## config.mk

```make
export PLATFORM = sky130hd
export DESIGN_NAME = signed_binary_to_decimal_ascii_unit
export DESIGN_NICKNAME = d
export VERILOG_FILES = /design/src/design/sbda_pkg.sv /design/src/design/sbda_ctrl.sv /design/src/design/sbda_dp.sv /design/src/design/signed_binary_to_decimal_ascii_unit.sv
export SDC_FILE = /design/constraint.sdc
export NUM_CORES = 1
export LEC_CHECK = 0
export BUFFER_PORTS_ARGS = -buffer_cell sky130_fd_sc_hd__buf_2
export CORE_MARGIN = 2
export CORE_UTILIZATION = 55
export CTS_CLUSTER_SIZE = 30
export DETAILED_ROUTE_END_ITERATION = 12
export PLACE_DENSITY = 0.7
export REMOVE_ABC_BUFFERS = 1
export SLEW_MARGIN = 20
export SYNTH_ARGS = -nofsm -noshare
export SYNTH_HDL_FRONTEND = slang
export SYNTH_SLANG_ARGS = --single-unit
```

## constraint.sdc

```tcl
create_clock -name clock -period 7.9 [get_ports clock]
set_input_delay 0.79 -clock clock [delete_from_list [all_inputs] [get_ports clock]]
set_output_delay 0.79 -clock clock [all_outputs]
set_load 0.005 [all_outputs]
```

## src/design/sbda_pkg.sv

```systemverilog
package sbda_pkg;

   localparam logic [7:0] CHAR_ZERO  = 8'h30;
   localparam logic [7:0] CHAR_MINUS = 8'h2D;

   // controller to datapath
   typedef struct packed {
      logic load;
      logic conv_step;
      logic skip_step;
      logic emit_sign;
      logic emit_digit;
   } cmd_type;

   // datapath to controller
   typedef struct packed {
      logic conv_done;
      logic top_zero;
      logic more_digits;
      logic out_free;
      logic neg;
   } status_type;

endpackage

```

## src/design/sbda_ctrl.sv

```systemverilog
module sbda_ctrl (
   input  logic                clock,
   input  logic                reset,
   input  logic                req_tvalid,
   output logic                req_tready,
   input  sbda_pkg::status_type status,
   output sbda_pkg::cmd_type    cmd
);

   typedef enum logic [2:0] {
      IDLE,
      CONV,
      SKIP,
      SIGN,
      EMIT
   } state_type;

   state_type state_ff;
   state_type state_in;

   always_comb begin
      state_in   = state_ff;
      cmd        = '0;
      req_tready = 1'b0;
      unique case (state_ff)
         IDLE: begin
            req_tready = 1'b1;
            if (req_tvalid) begin
               cmd.load = 1'b1;
               state_in = CONV;
            end
         end
         CONV: begin
            cmd.conv_step = 1'b1;
            if (status.conv_done) begin
               state_in = SKIP;
            end
         end
         SKIP: begin
            // drop leading zero digits, the ones digit always stays
            if (status.top_zero && status.more_digits) begin
               cmd.skip_step = 1'b1;
            end else if (status.neg) begin
               state_in = SIGN;
            end else begin
               state_in = EMIT;
            end
         end
         SIGN: begin
            if (status.out_free) begin
               cmd.emit_sign = 1'b1;
               state_in      = EMIT;
            end
         end
         EMIT: begin
            if (status.out_free) begin
               cmd.emit_digit = 1'b1;
               if (!status.more_digits) begin
                  state_in = IDLE;
               end
            end
         end
         default: begin
            state_in = IDLE;
         end
      endcase
   end

   always_ff @(posedge clock) begin
      if (reset) begin
         state_ff <= IDLE;
      end else begin
         state_ff <= state_in;
      end
   end

`ifndef SYNTH
   a_cmd_onehot: assert property (@(posedge clock) disable iff (reset)
      $onehot0(cmd))
      else $error("more than one datapath command at once");

   a_sign_only_neg: assert property (@(posedge clock) disable iff (reset)
      cmd.emit_sign |-> status.neg)
      else $error("minus sign emitted for a non-negative value");

   a_emit_free: assert property (@(posedge clock) disable iff (reset)
      (cmd.emit_sign || cmd.emit_digit) |-> status.out_free)
      else $error("character emitted over a pending transfer");
`endif

endmodule

```

## src/design/sbda_dp.sv

```systemverilog
module sbda_dp #(
   parameter int DATA_WIDTH = 32
) (
   input  logic                     clock,
   input  logic                     reset,
   input  logic [DATA_WIDTH-1:0]    value,
   input  sbda_pkg::cmd_type        cmd,
   output sbda_pkg::status_type     status,
   output logic                     rsp_tvalid,
   input  logic                     rsp_tready,
   output logic [7:0]               character,
   output logic                     last
);

   // decimal digits of 2^(DATA_WIDTH-1), via log10(2) ~ 0.30103
   localparam int NUM_DIGITS = ((DATA_WIDTH - 1) * 30103) / 100000 + 1;
   localparam int BCD_WIDTH  = NUM_DIGITS * 4;
   localparam int BIT_CNT_W  = $clog2(DATA_WIDTH);
   localparam int DIG_CNT_W  = $clog2(NUM_DIGITS);

   logic [DATA_WIDTH-1:0] mag_ff;
   logic [DATA_WIDTH-1:0] mag_in;
   logic [BCD_WIDTH-1:0]  bcd_ff;
   logic [BCD_WIDTH-1:0]  bcd_in;
   logic [BCD_WIDTH-1:0]  bcd_adj;
   logic [BIT_CNT_W-1:0]  bit_cnt_ff;
   logic [BIT_CNT_W-1:0]  bit_cnt_in;
   logic [DIG_CNT_W-1:0]  dig_cnt_ff;
   logic [DIG_CNT_W-1:0]  dig_cnt_in;
   logic                  neg_ff;
   logic                  neg_in;
   logic                  rsp_tvalid_ff;
   logic                  rsp_tvalid_in;
   logic [7:0]            char_ff;
   logic [7:0]            char_in;
   logic                  last_ff;
   logic                  last_in;
   logic [3:0]            top_digit;

   assign top_digit = bcd_ff[BCD_WIDTH-1 -: 4];

   // add 3 to every digit of 5 or more before the shift
   always_comb begin
      for (int i = 0; i < NUM_DIGITS; i++) begin
         if (bcd_ff[i*4 +: 4] >= 4'd5) begin
            bcd_adj[i*4 +: 4] = bcd_ff[i*4 +: 4] + 4'd3;
         end else begin
            bcd_adj[i*4 +: 4] = bcd_ff[i*4 +: 4];
         end
      end
   end

   always_comb begin
      mag_in        = mag_ff;
      bcd_in        = bcd_ff;
      bit_cnt_in    = bit_cnt_ff;
      dig_cnt_in    = dig_cnt_ff;
      neg_in        = neg_ff;
      char_in       = char_ff;
      last_in       = last_ff;
      rsp_tvalid_in = rsp_tvalid_ff;
      if (rsp_tready) begin
         rsp_tvalid_in = 1'b0;
      end
      if (cmd.load) begin
         neg_in     = value[DATA_WIDTH-1];
         mag_in     = value[DATA_WIDTH-1] ? ({DATA_WIDTH{1'b0}} - value) : value;
         bcd_in     = '0;
         bit_cnt_in = BIT_CNT_W'(DATA_WIDTH - 1);
         dig_cnt_in = DIG_CNT_W'(NUM_DIGITS - 1);
      end
      if (cmd.conv_step) begin
         bcd_in     = {bcd_adj[BCD_WIDTH-2:0], mag_ff[DATA_WIDTH-1]};
         mag_in     = {mag_ff[DATA_WIDTH-2:0], 1'b0};
         bit_cnt_in = bit_cnt_ff - 1'b1;
      end
      if (cmd.skip_step || cmd.emit_digit) begin
         bcd_in     = {bcd_ff[BCD_WIDTH-5:0], 4'd0};
         dig_cnt_in = dig_cnt_ff - 1'b1;
      end
      if (cmd.emit_sign) begin
         char_in       = sbda_pkg::CHAR_MINUS;
         last_in       = 1'b0;
         rsp_tvalid_in = 1'b1;
      end
      if (cmd.emit_digit) begin
         char_in       = 8'(sbda_pkg::CHAR_ZERO + {4'd0, top_digit});
         last_in       = (dig_cnt_ff == '0);
         rsp_tvalid_in = 1'b1;
      end
   end

   always_ff @(posedge clock) begin
      if (reset) begin
         rsp_tvalid_ff <= 1'b0;
      end else begin
         rsp_tvalid_ff <= rsp_tvalid_in;
      end
      mag_ff     <= mag_in;
      bcd_ff     <= bcd_in;
      bit_cnt_ff <= bit_cnt_in;
      dig_cnt_ff <= dig_cnt_in;
      neg_ff     <= neg_in;
      char_ff    <= char_in;
      last_ff    <= last_in;
   end

   assign status.conv_done   = (bit_cnt_ff == '0);
   assign status.top_zero    = (top_digit == 4'd0);
   assign status.more_digits = (dig_cnt_ff != '0);
   assign status.out_free    = !rsp_tvalid_ff || rsp_tready;
   assign status.neg         = neg_ff;

   assign rsp_tvalid = rsp_tvalid_ff;
   assign character  = char_ff;
   assign last       = last_ff;

`ifndef SYNTH
   a_no_skip_in_conv: assert property (@(posedge clock) disable iff (reset)
      cmd.conv_step |-> (dig_cnt_ff == DIG_CNT_W'(NUM_DIGITS - 1)))
      else $error("digit count moved during conversion");

   a_digit_range: assert property (@(posedge clock) disable iff (reset)
      cmd.emit_digit |-> (top_digit <= 4'd9))
      else $error("non-decimal digit emitted");

   a_load_free: assert property (@(posedge clock) disable iff (reset)
      cmd.load |=> (bcd_ff == '0))
      else $error("digit register not cleared on load");
`endif

endmodule

```

## src/design/signed_binary_to_decimal_ascii_unit.sv

```systemverilog
// Signed binary to decimal ASCII text.
// req channel: one transfer carries a signed two's complement value of
// DATA_WIDTH bits in req_tdata. rsp channel: one transfer per character,
// rsp_tdata holds the ASCII code, rsp_tlast marks the final character.
// Text is an optional '-' and then the digits, most significant first,
// with no leading zeros; zero gives a single '0'.
// Order of work: the req transfer, then bit-serial double dabble over all
// DATA_WIDTH bits, then dropping the leading zero digits one at a time,
// then the characters, each sent while the receiver is ready.
// One value is worked on at a time; req_tready is high only while idle.
// The result sits in an output register, so the next value is taken while
// the final character still waits for its transfer.
// A stalled receiver holds the character and pauses emission.
// Synchronous reset returns to idle and drops rsp_tvalid.
module signed_binary_to_decimal_ascii_unit #(
   parameter int DATA_WIDTH = 32
) (
   input  logic                                  clock,
   input  logic                                  reset,
   input  logic                                  req_tvalid,
   output logic                                  req_tready,
   // value [DATA_WIDTH-1:0], zero padded to whole bytes
   input  logic [((DATA_WIDTH + 7) / 8) * 8-1:0] req_tdata,
   output logic                                  rsp_tvalid,
   input  logic                                  rsp_tready,
   // character [7:0]
   output logic [7:0]                            rsp_tdata,
   output logic                                  rsp_tlast
);

   sbda_pkg::cmd_type    cmd;
   sbda_pkg::status_type status;

   sbda_ctrl u_ctrl (
      .clock      (clock),
      .reset      (reset),
      .req_tvalid (req_tvalid),
      .req_tready (req_tready),
      .status     (status),
      .cmd        (cmd)
   );

   sbda_dp #(
      .DATA_WIDTH (DATA_WIDTH)
   ) u_dp (
      .clock      (clock),
      .reset      (reset),
      .value      (req_tdata[DATA_WIDTH-1:0]),
      .cmd        (cmd),
      .status     (status),
      .rsp_tvalid (rsp_tvalid),
      .rsp_tready (rsp_tready),
      .character  (rsp_tdata),
      .last       (rsp_tlast)
   );

endmodule
```

After elaboration in Yosys (flattened, before gate mapping)
Index checks and enable logic that the tools add are counted.
{"block": "word_totals", "register_bits": 95, "input_bits": 36, "out_inout_bits": 11, "word_cells": 104}
{"block": "op_classes", "addsub": 14, "n_lt_le_gt_ge": 10, "n_eq_ne": 10, "n_mux": 44, "reduce_logical": 15}
{"operator": "$mux W40", "n": 3}
{"operator": "$mux W32", "n": 3}
{"operator": "$mux W4", "n": 11}
{"operator": "$ge A4 B3 Y1 const B", "n": 10}
{"operator": "$add A4 B2 Y4 const B", "n": 9}
{"operator": "$sub A1 B32 Y32 const A", "n": 1}
{"operator": "$mux W3", "n": 8}
{"operator": "$mux W8", "n": 2}
{"operator": "$pmux W3 S5", "n": 1}
{"operator": "$mux W1", "n": 14}
{"operator": "$ne A2 B2 Y1 const B", "n": 6}
{"operator": "$mux W5", "n": 2}
{"operator": "$logic_not A4 Y1", "n": 2}
{"operator": "$add A6 B4 Y7 const A", "n": 1}
{"operator": "$eq A3 B2 Y1 const B", "n": 2}
{"operator": "$reduce_and A6 Y1", "n": 1}
{"operator": "$reduce_bool A2 Y1", "n": 3}
{"operator": "$reduce_bool A3 Y1", "n": 2}
{"operator": "$logic_not A5 Y1", "n": 1}
{"operator": "$sub A5 B1 Y5 const B", "n": 1}
{"operator": "$reduce_bool A4 Y1", "n": 1}
{"operator": "$sub A4 B1 Y4 const B", "n": 1}
{"operator": "$add A3 B2 Y3 const B", "n": 1}
{"operator": "$eq A3 B1 Y1 const B", "n": 1}
{"operator": "other kinds (5)", "n": 6}

Longest topological paths before layout
Gate-level depths: netlist (run 1).
{"block": "logic_depth", "depth_word": 6, "ltp_mapped": 9}

By module
Synthesis (run 1) repeated with hierarchy kept, for this count alone.
{"block": "unflattened", "cells_unflattened": 597, "hier_area_um2": 5866.9}
{"module": "sbda_dp", "n_inst": 1, "cells_per_inst": 562, "area_per_inst_um2": 5571.6, "seq_area_each_um2": 2612.5}
{"module": "sbda_ctrl", "n_inst": 1, "cells_per_inst": 35, "area_per_inst_um2": 295.3, "seq_area_each_um2": 60.1}

Least setup slack after synthesis (run 1)
OpenSTA, ideal clock, no wires.
{"block": "synth_timing", "path_type": "reg-to-reg", "start": "register u_dp.dig_cnt_ff[0]", "end": "register u_dp.bcd_ff[10], enable pin", "setup_time_ns": 0.682, "t_arrival_ns": 2.315, "path_slack_ns": 4.903, "path_stages_with_launch": 6, "n_path_buf": 0, "synth_period_minus_slack_ns": 2.997, "path_cell_list": "edfxtp_1 > inv_1 > ha_1 > or3b_2 > nand3_1 > nand4_1"}
{"block": "synth_via", "elab_chain_len": 6}
{"element": "start, declared", "line_no": "sbda_dp.sv:28", "text": "logic [DIG_CNT_W-1:0] dig_cnt_ff;"}
{"element": "start signal, assigned", "line_no": "sbda_dp.sv:102", "text": "dig_cnt_ff <= dig_cnt_in;"}
{"element": "$reduce_bool A4 Y1", "line_no": "sbda_dp.sv:110", "text": "assign status.more_digits = (dig_cnt_ff != '0);"}
{"element": "$logic_and A1 B1 Y1", "line_no": "sbda_ctrl.sv:41", "text": "if (status.top_zero && status.more_digits) begin"}
{"element": "$mux W1", "line_no": "sbda_ctrl.sv:41"}
{"element": "$mux W1", "line_no": "sbda_ctrl.sv:25", "text": "unique case (state_ff)"}
{"element": "$logic_or A1 B1 Y1", "line_no": "sbda_dp.sv:77", "text": "if (cmd.skip_step || cmd.emit_digit) begin"}
{"element": "$reduce_bool A3 Y1 (no line)"}
{"element": "end signal, assigned", "line_no": "sbda_dp.sv:100", "text": "bcd_ff <= bcd_in;"}
{"element": "end, declared", "line_no": "sbda_dp.sv:23", "text": "logic [BCD_WIDTH-1:0] bcd_ff;"}
No other way between the ends.
A chain may end at the register's enable or synchronous reset.

Final worst setup path (run 1)
{"block": "layout_timing", "start": "input req_tdata[1]", "end": "register u_dp.mag_ff[22], data pin"}
{"block": "layout_via", "elab_chain_len": 4}
{"element": "start, declared", "line_no": "signed_binary_to_decimal_ascii_unit.sv:23", "text": "input logic [((DATA_WIDTH + 7) / 8) * 8-1:0] req_tdata,"}
{"element": "$sub A1 B32 Y32", "line_no": "sbda_dp.sv:67", "text": "mag_in = value[DATA_WIDTH-1] ? ({DATA_WIDTH{1'b0}} - value) : value;"}
{"element": "$mux W32", "line_no": "sbda_dp.sv:67"}
{"element": "$mux W32", "line_no": "sbda_dp.sv:65", "text": "if (cmd.load) begin"}
{"element": "$mux W32", "line_no": "sbda_dp.sv:72", "text": "if (cmd.conv_step) begin"}
{"element": "net u_dp.mag_in[22]", "line_no": "sbda_dp.sv:22", "text": "logic [DATA_WIDTH-1:0] mag_in;"}
{"element": "end signal, assigned", "line_no": "sbda_dp.sv:99", "text": "mag_ff <= mag_in;"}
{"element": "end, declared", "line_no": "sbda_dp.sv:21", "text": "logic [DATA_WIDTH-1:0] mag_ff;"}
The timed path passes the listed nets, and every way through them passes these cells. The select of a mux whose other input is x is not followed.

==> results of run 1 <==
==> flip-flops by register name, summed over array words and instances (netlist names) <==
name             count
u_ctrl.state_ff      3
u_dp.rsp_tvalid      1
u_dp.bit_cnt_ff      5
u_dp.neg_ff          1
u_dp.dig_cnt_ff      4
u_dp.mag_ff         32
u_dp.last            1
u_dp.character       5
u_dp.bcd_ff         40
==> logic make-up after synthesis <==
logic type	after synthesis	share of synthesized area, %
xor+xnor	43	6.898
fa+ha+maj	25	5.729
mux	1	0.1833
compound gates	160	18.19
simple gates	170	15.65
flops	92	48.95
other cells	2	0.1375
buf+inv	57	4.262
==> worst max-delay path, delay by kind of cell <==
family | cells | cell delay, ns
simple gates | 2 | 1.11
fa+ha+maj | 1 | 0.17
compound gates | 2 | 0.57
buf+inv | 2 | 0.18
xor+xnor | 1 | 0.17
==> per-stage QoR <==
stage               setup WS (ns)  instance area [um2]
floorplan                   4.623                 5351
global placement            4.670                 5778
detailed placement          4.611                 5778
CTS                         4.993                 6006
global route                4.825                 6006
finish                      5.000                 6006
==> per-layer routing <==
layer  track usage (%)  share of wire, %  vias to the layer above
li1                  -                 -                     2052
met1             26.39                47                     1931
met2             32.31                49                       70
met3             2.643               3.1                        6
met4             7.143              0.63                        0
met5                 0                 0                        -
==> cell type report <==
class / count / area [um2]
Fill cell: 826 / 3679
Sequential cell: 92 / 2673
Multi-Input combinational cell: 402 / 2559
Timing Repair Buffer: 49 / 260.3
Tap cell: 133 / 166.4
Clock buffer: 9 / 123.9
Inverter: 32 / 120.1
Clock inverter: 7 / 103.9
==> power by group <==
| group | leakage [nW] | switching, mW | total [mW] | internal (mW) |
|---|---|---|---|---|
| clock | 0.115 | 0.180 | 0.363 | 0.184 |
| combinational | 1.23 | 0.314 | 0.525 | 0.211 |
| sequential | 0.887 | 0.111 | 0.847 | 0.736 |
==> worst max-delay path by stage <==
stage	startpoint	endpoint
after global placement	req_tdata[0]	u_dp.mag_ff[22]$_DFFE_PP_
after global routing	req_tdata[1]	u_dp.mag_ff[22]$_DFFE_PP_
after CTS	req_tdata[1]	u_dp.mag_ff[22]$_DFFE_PP_
final	req_tdata[1]	u_dp.mag_ff[22]$_DFFE_PP_
after detailed placement	req_tdata[1]	u_dp.mag_ff[22]$_DFFE_PP_
after floorplan	req_tvalid	u_dp.bcd_ff[10]$_DFFE_PP_
==> cell usage after synthesis, drive strengths merged <==
master	instances
or4b	1
xor2	28
nor2	13
nand4	2
a2bb2oi	1
inv	32
and3	2
nor3b	19
xnor2	15
o21ai	87
o41ai	10
mux2i	1
o22ai	1
a22o	9
nor4b	2
nor4	4
or4	3
nor3	4
nand3	5
nand2b	13
ha	25
nand3b	1
clkbuf	20
a32o	1
nand2	89
o32ai	1
conb	2
nor2b	4
dfxtp	9
o31ai	13
edfxtp	83
or3	3
a21oi	37
buf	5
or2	1
nand4b	2
or3b	2
==> results by group, run 1 <==
Outcome
  – Status: complete, no violations

Critical path
  – Setup crit end kind: flop
  – CP max stage cell: or3b_1
  – Crit path launch type: input pin
  – FF-to-FF End: u_dp.bcd_ff[30]$_DFFE_PP_
  – Cells on worst reg2reg path: 7
  – Crit path required time: 7.99 ns
  – Crit-path max FO: 11
  – Worst r2r src: u_dp.dig_cnt_ff[0]$_SDFFCE_PN1P_
  – Worst Path Class, Setup: input pin to flop
  – Worst path max stage delay: 0.63 ns
  – CP cell instances: buf_2 > inv_1 > ha_1 > or4b_4 > or3b_1 > o41ai_1 > xor2_1 > o21ai_0
  – R2r setup slk: between 5 and 6 ns
  – Data arrival, critical path: 2.99 ns

Clock tree
  – TritonCTS buffer count: 9
  – CTS max path bufs: 2
  – Post-CTS setup buffers: 0
  – # hold bufs at CTS: 0
  – CTS tree: built
  – Clk pin slew, worst setup/hold paths: about 0.090 ns
  – H-tree Lvls: 3
  – CTS resizes: 0
  – Clock root cell: clkbuf_8
  – Clock sink count: 92
  – Clock Latency Late Sink: 0.36 ns

Timing
  – Hold Vio Cnt, Final: 0
  – Highest Clock Rate: 344.8 MHz
  – Hold_ws: 0.4502 ns
  – Final Max Slew Viols: 0
  – Post-layout minimum cycle time: 2.900 ns
  – Setup TNS: 0 ns
  – Slew @ Worst Pin: about 0.72 ns
  – Setup Viol. Count Final: 0
  – Final Skew: 0.01638 ns
  – Slew Limit Headroom: 51.75%
  – Unrepaired setup endpoints after global routing: false
  – Final period utilization: 36.71%

Placed design
  – Placed insts: 708
  – Final HPWL DP: approximately 6900 um
  – Port Buffers: 43
  – Routability cong.: just over 0.8

Floorplan
  – # IOs: 47
  – Die area: around 0.011 mm2
  – Initial Util: 56.38%
  – Row count: 36
  – Core area: around 0.0097 mm2
  – Die H: slightly above 100 um
  – Die X: roughly 100 um

Finish
  – Fin nets: around 650
  – Share of cells above drive strength 1: 12.35%
  – Non-Filler Instances: 724
  – Core Util, Final: 62.02%
  – Commonest non-fill, non-tap cell in the layout: nand2_1
  – Diode count: 0
  – P&R area growth vs syn: 9.991%
  – Most frequent cells in the layout: 89 x nand2_1, 83 x edfxtp_1, 81 x o21ai_0

GRT
  – Number of global-route vias before repair: slightly below 4k
  – First-pass GRT wire length: 17530 um
  – GRT Util Overall: 19.52%
  – Largest net degree at the start of global routing: 38
  – GR Overflow Total: 0
  – Initial antenna violation count: 0

Min path
  – Worst hold path type: flop to flop
  – Hold path cells: 2
  – Hold Path End: u_dp.bcd_ff[0]$_SDFFE_PP0P_
  – Min-delay src: u_dp.mag_ff[31]$_DFFE_PP_

Power
  – Overall Power: 1.736 mW
  – Leak: roughly 2.2 nW
  – Worst ir drop on vdd: about 0.00011 V
  – Pwr dens: about 290 mW/mm2

Yosys
  – Synthesis-stage register bit count: 92
  – Register area share after synthesis: 48.95%
  – Syn avg cell area: 9.928 um2
  – Synth cell types: between 40 and 50
  – Post-synthesis cell count: 550
  – Area contributors post-synth: edfxtp_1 46%, o21ai_0 7.4%, nand2_1 6.1%
  – Cell Area, Synth: 0.005460 mm2
  – Synth top area share: 45.65%
  – Yosys warnings: 0
  – Leading area contributor after synthesis: edfxtp_1

Drt
  – Iteration-0 DRC count of the detailed router: between 200 and 250
  – Routed vias/inst: around 5.6
  – Final WL: 10090 um
  – Routed Antenna Nets: 0
  – DRC viols: 0
  – 1st-pass router iterations: 4
  – Mean routed wirelength per cell: 13.93 um
  – Routed vias: between 4k and 5k

Run
  – Max-Cap Viols: 0
No activity file was read; power rests on OpenSTA's default activity.
==> inputs of run 2 (changes only) <==
Settings changed: ABC_AREA from default to 1.
Clock period 7.9 ns to 2.8 ns, I/O delays scaled along.
==> run 2 against run 1 <==
  * Sequential power grew to 3.4 times the previous value
  * Wire length rose by 17%
  * Power increased to 3.8 times the previous value
  * Non-clock buffer count unchanged
  * Core utilization down 0.76 points
  * Critical path depth down 2
  * Final area grew 4.4%
  * Area after synthesis grew 5.4%
  * Global-route usage up 2.6 points
  * Register-to-register slack got worse by 4.4 ns
  * Clock power grew 130%
==> results by group, run 2 <==
Floorplan
  – Initial Util: 56.23% (-0.15 points)
  – # IOs: 47 (unchanged)
  – Row count: 37 (+2.8%)
  – Die H: 106.3 um (+2.5%)
  – Die area: 0.01129 mm2 (+5.2%)
  – Core area: 0.01023 mm2 (+5.6%)
  – Die X: 106.3 um (+2.5%)

Clock tree
  – Clock root cell: clkbuf_8
  – H-tree Lvls: 3 (unchanged)
  – TritonCTS buffer count: 9 (unchanged)
  – # hold bufs at CTS: 0 (unchanged)
  – CTS tree: built
  – Post-CTS setup buffers: 0 (unchanged)
  – Clock sink count: 92 (unchanged)
  – Clock Latency Late Sink: 0.36 ns (about the same)
  – Clk pin slew, worst setup/hold paths: 0.09 ns (about the same)
  – CTS max path bufs: 2 (unchanged)
  – CTS resizes: 0 (unchanged)

Timing
  – Slew @ Worst Pin: 0.5012 ns (-0.2226 ns)
  – Highest Clock Rate: 504.4 MHz
  – Unrepaired setup endpoints after global routing: false
  – Hold Vio Cnt, Final: 0 (unchanged)
  – Setup Viol. Count Final: 0 (unchanged)
  – Final Max Slew Viols: 0 (unchanged)
  – Slew Limit Headroom: 66.59% (+15 points)
  – Final period utilization: 70.80%
  – Post-layout minimum cycle time: 1.982 ns
  – Setup TNS: 0 ns (unchanged)
  – Final Skew: 0.01415 ns (-0.002225 ns)

Power
  – Pwr dens: 1055 mW/mm2 (+270%)
  – Worst ir drop on vdd: 0.0005183 V (+350%)
  – Leak: 2.709 nW (+21%)
  – Overall Power: 6.614 mW (+280%)

Critical path
  – CP max stage cell: buf_4
  – Worst Path Class, Setup: flop to flop
  – FF-to-FF End: u_dp.bcd_ff[10]$_DFFE_PP_
  – R2r setup slk: 0.82 ns (-4.43 ns)
  – Data arrival, critical path: 1.97 ns (-1.02 ns)
  – Top delay family on crit path: simple AND/OR/NAND/NOR gates
  – Cells on worst reg2reg path: 6 (-1)
  – Worst path max stage delay: 0.42 ns (-0.21 ns)
  – CP cell instances: nor2_2 > nand2_2 > nor2_4 > nor2_2 > nand2_1 > buf_4
  – Crit path launch type: flop
  – Setup crit end kind: flop
  – Crit-path max FO: 39 (+28)
  – Worst r2r src: u_ctrl.state_ff[0]$_SDFFE_PP0P_
  – Bufs and invs on worst path: 1 (-1)
  – Most frequent CP cell: nor2_2
  – Crit path required time: 2.79 ns (-5.20 ns)

Yosys
  – Synth cell types: 34 (-21%)
  – Synthesis-stage register bit count: 92 (unchanged)
  – Synth top area share: 43.32% (-2.3 points)
  – Post-synthesis cell count: 714 (+30%)
  – Count leader, synth: nand2_1
  – Cell Area, Synth: 0.005753 mm2 (+5.4%)
  – Number of synthesized flops with an enable pin: 83 (unchanged)
  – Leading area contributor after synthesis: edfxtp_1
  – Register area share after synthesis: 46.45% (-2.5 points)
  – Area contributors post-synth: edfxtp_1 43%, nand2_1 11%, inv_1 6.8%
  – Async SR Flop Fraction: 0% (unchanged)
  – Main synth FF type: edfxtp_1
  – Yosys warnings: 0 (unchanged)
  – Syn avg cell area: 8.057 um2 (-19%)
  – Commonest cells in the netlist: 164 x nand2_1, 104 x inv_1, 83 x edfxtp_1

Finish
  – Most frequent cells in the layout: 164 x nand2_1, 104 x inv_1, 83 x edfxtp_1
  – Largest register FFs: 40 (unchanged)
  – Top reg by flops: u_dp.bcd_ff
  – Commonest non-fill, non-tap cell in the layout: nand2_1
  – P&R area growth vs syn: 8.939%
  – Diode count: 0 (unchanged)
  – Share of cells above drive strength 1: 11.96% (-0.39 points)
  – Fin nets: 817 (+26%)
  – Top flop regs: u_dp.bcd_ff x40, u_dp.mag_ff x32

Drt
  – Iteration-0 DRC count of the detailed router: 221 (-7.1%)
  – Routed Antenna Nets: 0 (unchanged)
  – DRC viols: 0 (unchanged)
  – 1st-pass router iterations: 7 (+3)
  – Routed vias/inst: 5.380 (-4.0%)
  – Final WL: 11800 um (+17%)
  – Routed vias: 4826 (+19%)
  – Mean routed wirelength per cell: 13.15 um (-5.6%)

Min path
  – Min-delay src: reset
  – Hold path cells: 4 (+2)
  – Worst hold path type: input pin to flop
  – Hold Path End: u_ctrl.state_ff[2]$_SDFFE_PP0P_

Placed design
  – Port Buffers: 43 (unchanged)
  – Routability cong.: 0.9342 (+15%)
  – Final HPWL DP: 8578 um (+24%)

GRT
  – Number of global-route vias before repair: 4603 (+19%)
  – Largest net degree at the start of global routing: 46 (+21%)
  – First-pass GRT wire length: 20200 um (+15%)
  – Initial antenna violation count: 0 (unchanged)
  – GRT Util Overall: 22.13% (+2.6 points)
  – GR Overflow Total: 0 (unchanged)

Outcome
  – Status: complete, no violations

Run
  – Max-Cap Viols: 0 (unchanged)
## run 2: cell types whose count changed in the layout (fill, tap and decap cells not counted), moves of 12 or more
cell / change
xnor2_1: -14
o31ai_1: -12
o21ai_0: -21
nand2b_1: -13
inv_1: +72
nor2_1: +62
o21ai_1: +15
nand3_1: +50
a21oi_1: -21
nor3b_1: -19
nand2_1: +75
xor2_1: -16
o32ai_1: +16
## run 2: metrics by stage
| stage | worst slack (ns) | hold WS, ns | cell area (um2) | utilization (%) | instances |
|---|---|---|---|---|---|
| 5_1_grt | 0.6026 | 0.2014 | 6267 | 61.26 | 897 |
| 2_1_floorplan | 0.1013 | 0.3789 | 5649 | - | 696 |
| 3_3_place_gp | 0.8714 | 0.4288 | 6080 | 59.42 | 881 |
| 4_1_cts | 0.7906 | 0.1679 | 6267 | 61.26 | 897 |
| 3_5_place_dp | 0.8266 | 0.4529 | 6080 | 59.42 | 881 |
| 6_report | 0.8175 | 0.1789 | 6267 | 61.26 | 897 |
## run 2: worst max path at each step
stage | slack, ns | start | endpoint | cells past startpoint
global placement | 0.87 | u_ctrl.state_ff[0]$_SDFFE_PP0P_ | u_dp.bcd_ff[21]$_DFFE_PP_ | 6
CTS | 0.79 | u_ctrl.state_ff[0]$_SDFFE_PP0P_ | u_dp.bcd_ff[15]$_DFFE_PP_ | 6
detailed placement | 0.83 | u_ctrl.state_ff[0]$_SDFFE_PP0P_ | u_dp.bcd_ff[21]$_DFFE_PP_ | 6
finish | 0.82 | u_ctrl.state_ff[0]$_SDFFE_PP0P_ | u_dp.bcd_ff[10]$_DFFE_PP_ | 6
global route | 0.60 | u_ctrl.state_ff[0]$_SDFFE_PP0P_ | u_dp.bcd_ff[27]$_DFFE_PP_ | 6
floorplan | 0.10 | u_ctrl.state_ff[2]$_SDFFE_PP0P_ | u_dp.bcd_ff[10]$_DFFE_PP_ | 5
## run 2: routing by layer
metal | up-vias | wire length [um] | part of all wire [%] | global-route usage, %
met5 | - | 0 | 0 | 0
met4 | 0 | 229 | 1.9 | 9.211
met3 | 22 | 600 | 5.1 | 2.391
met2 | 154 | 5556 | 47 | 37.77
met1 | 2181 | 5411 | 46 | 28.69
li1 | 2469 | - | - | -
## run 2: cells by family (layout without fill, tap and decap cells)
family / Yosys count / after routing / share of synthesized area (%)
AND/OR/NAND/NOR: 326 / 326 / 24.18
AO/OA/AOI/OAI: 128 / 128 / 12.83
flip-flops: 92 / 92 / 46.45
adder cells (fa/ha/maj): 25 / 25 / 5.437
other: 2 / 3 / 0.1305
buffers and inverters: 128 / 174 / 8.982
XOR/XNOR: 13 / 13 / 1.979
## run 2: worst register-to-register path: cells and delay by family, from the launching register on
| kind | cells | cell delay [ns] |
|---|---|---|
| simple gates | 5 | 0.81 |
| buf+inv | 1 | 0.42 |
| flops | 1 | 0.36 |
## run 2: area by class of cell
| cell class | instances | area [um2] |
|---|---|---|
| clock buffers | 12 | 155.1 |
| clock inverters | 4 | 32.53 |
| fillers | 884 | 3964 |
| inverters | 109 | 409.1 |
| multi-input cells | 495 | 2567 |
| flip-flops and latches | 92 | 2673 |
| well taps | 136 | 170.2 |
| repair buffers | 49 | 260.3 |
## run 2: report_power, final
part | total, mW | internal (mW) | switching [mW]
registers | 2.84 | 2.49 | 0.349
logic | 2.92 | 0.917 | 2.01
clock network | 0.847 | 0.377 | 0.470
total | 6.61 | 3.79 | 2.83
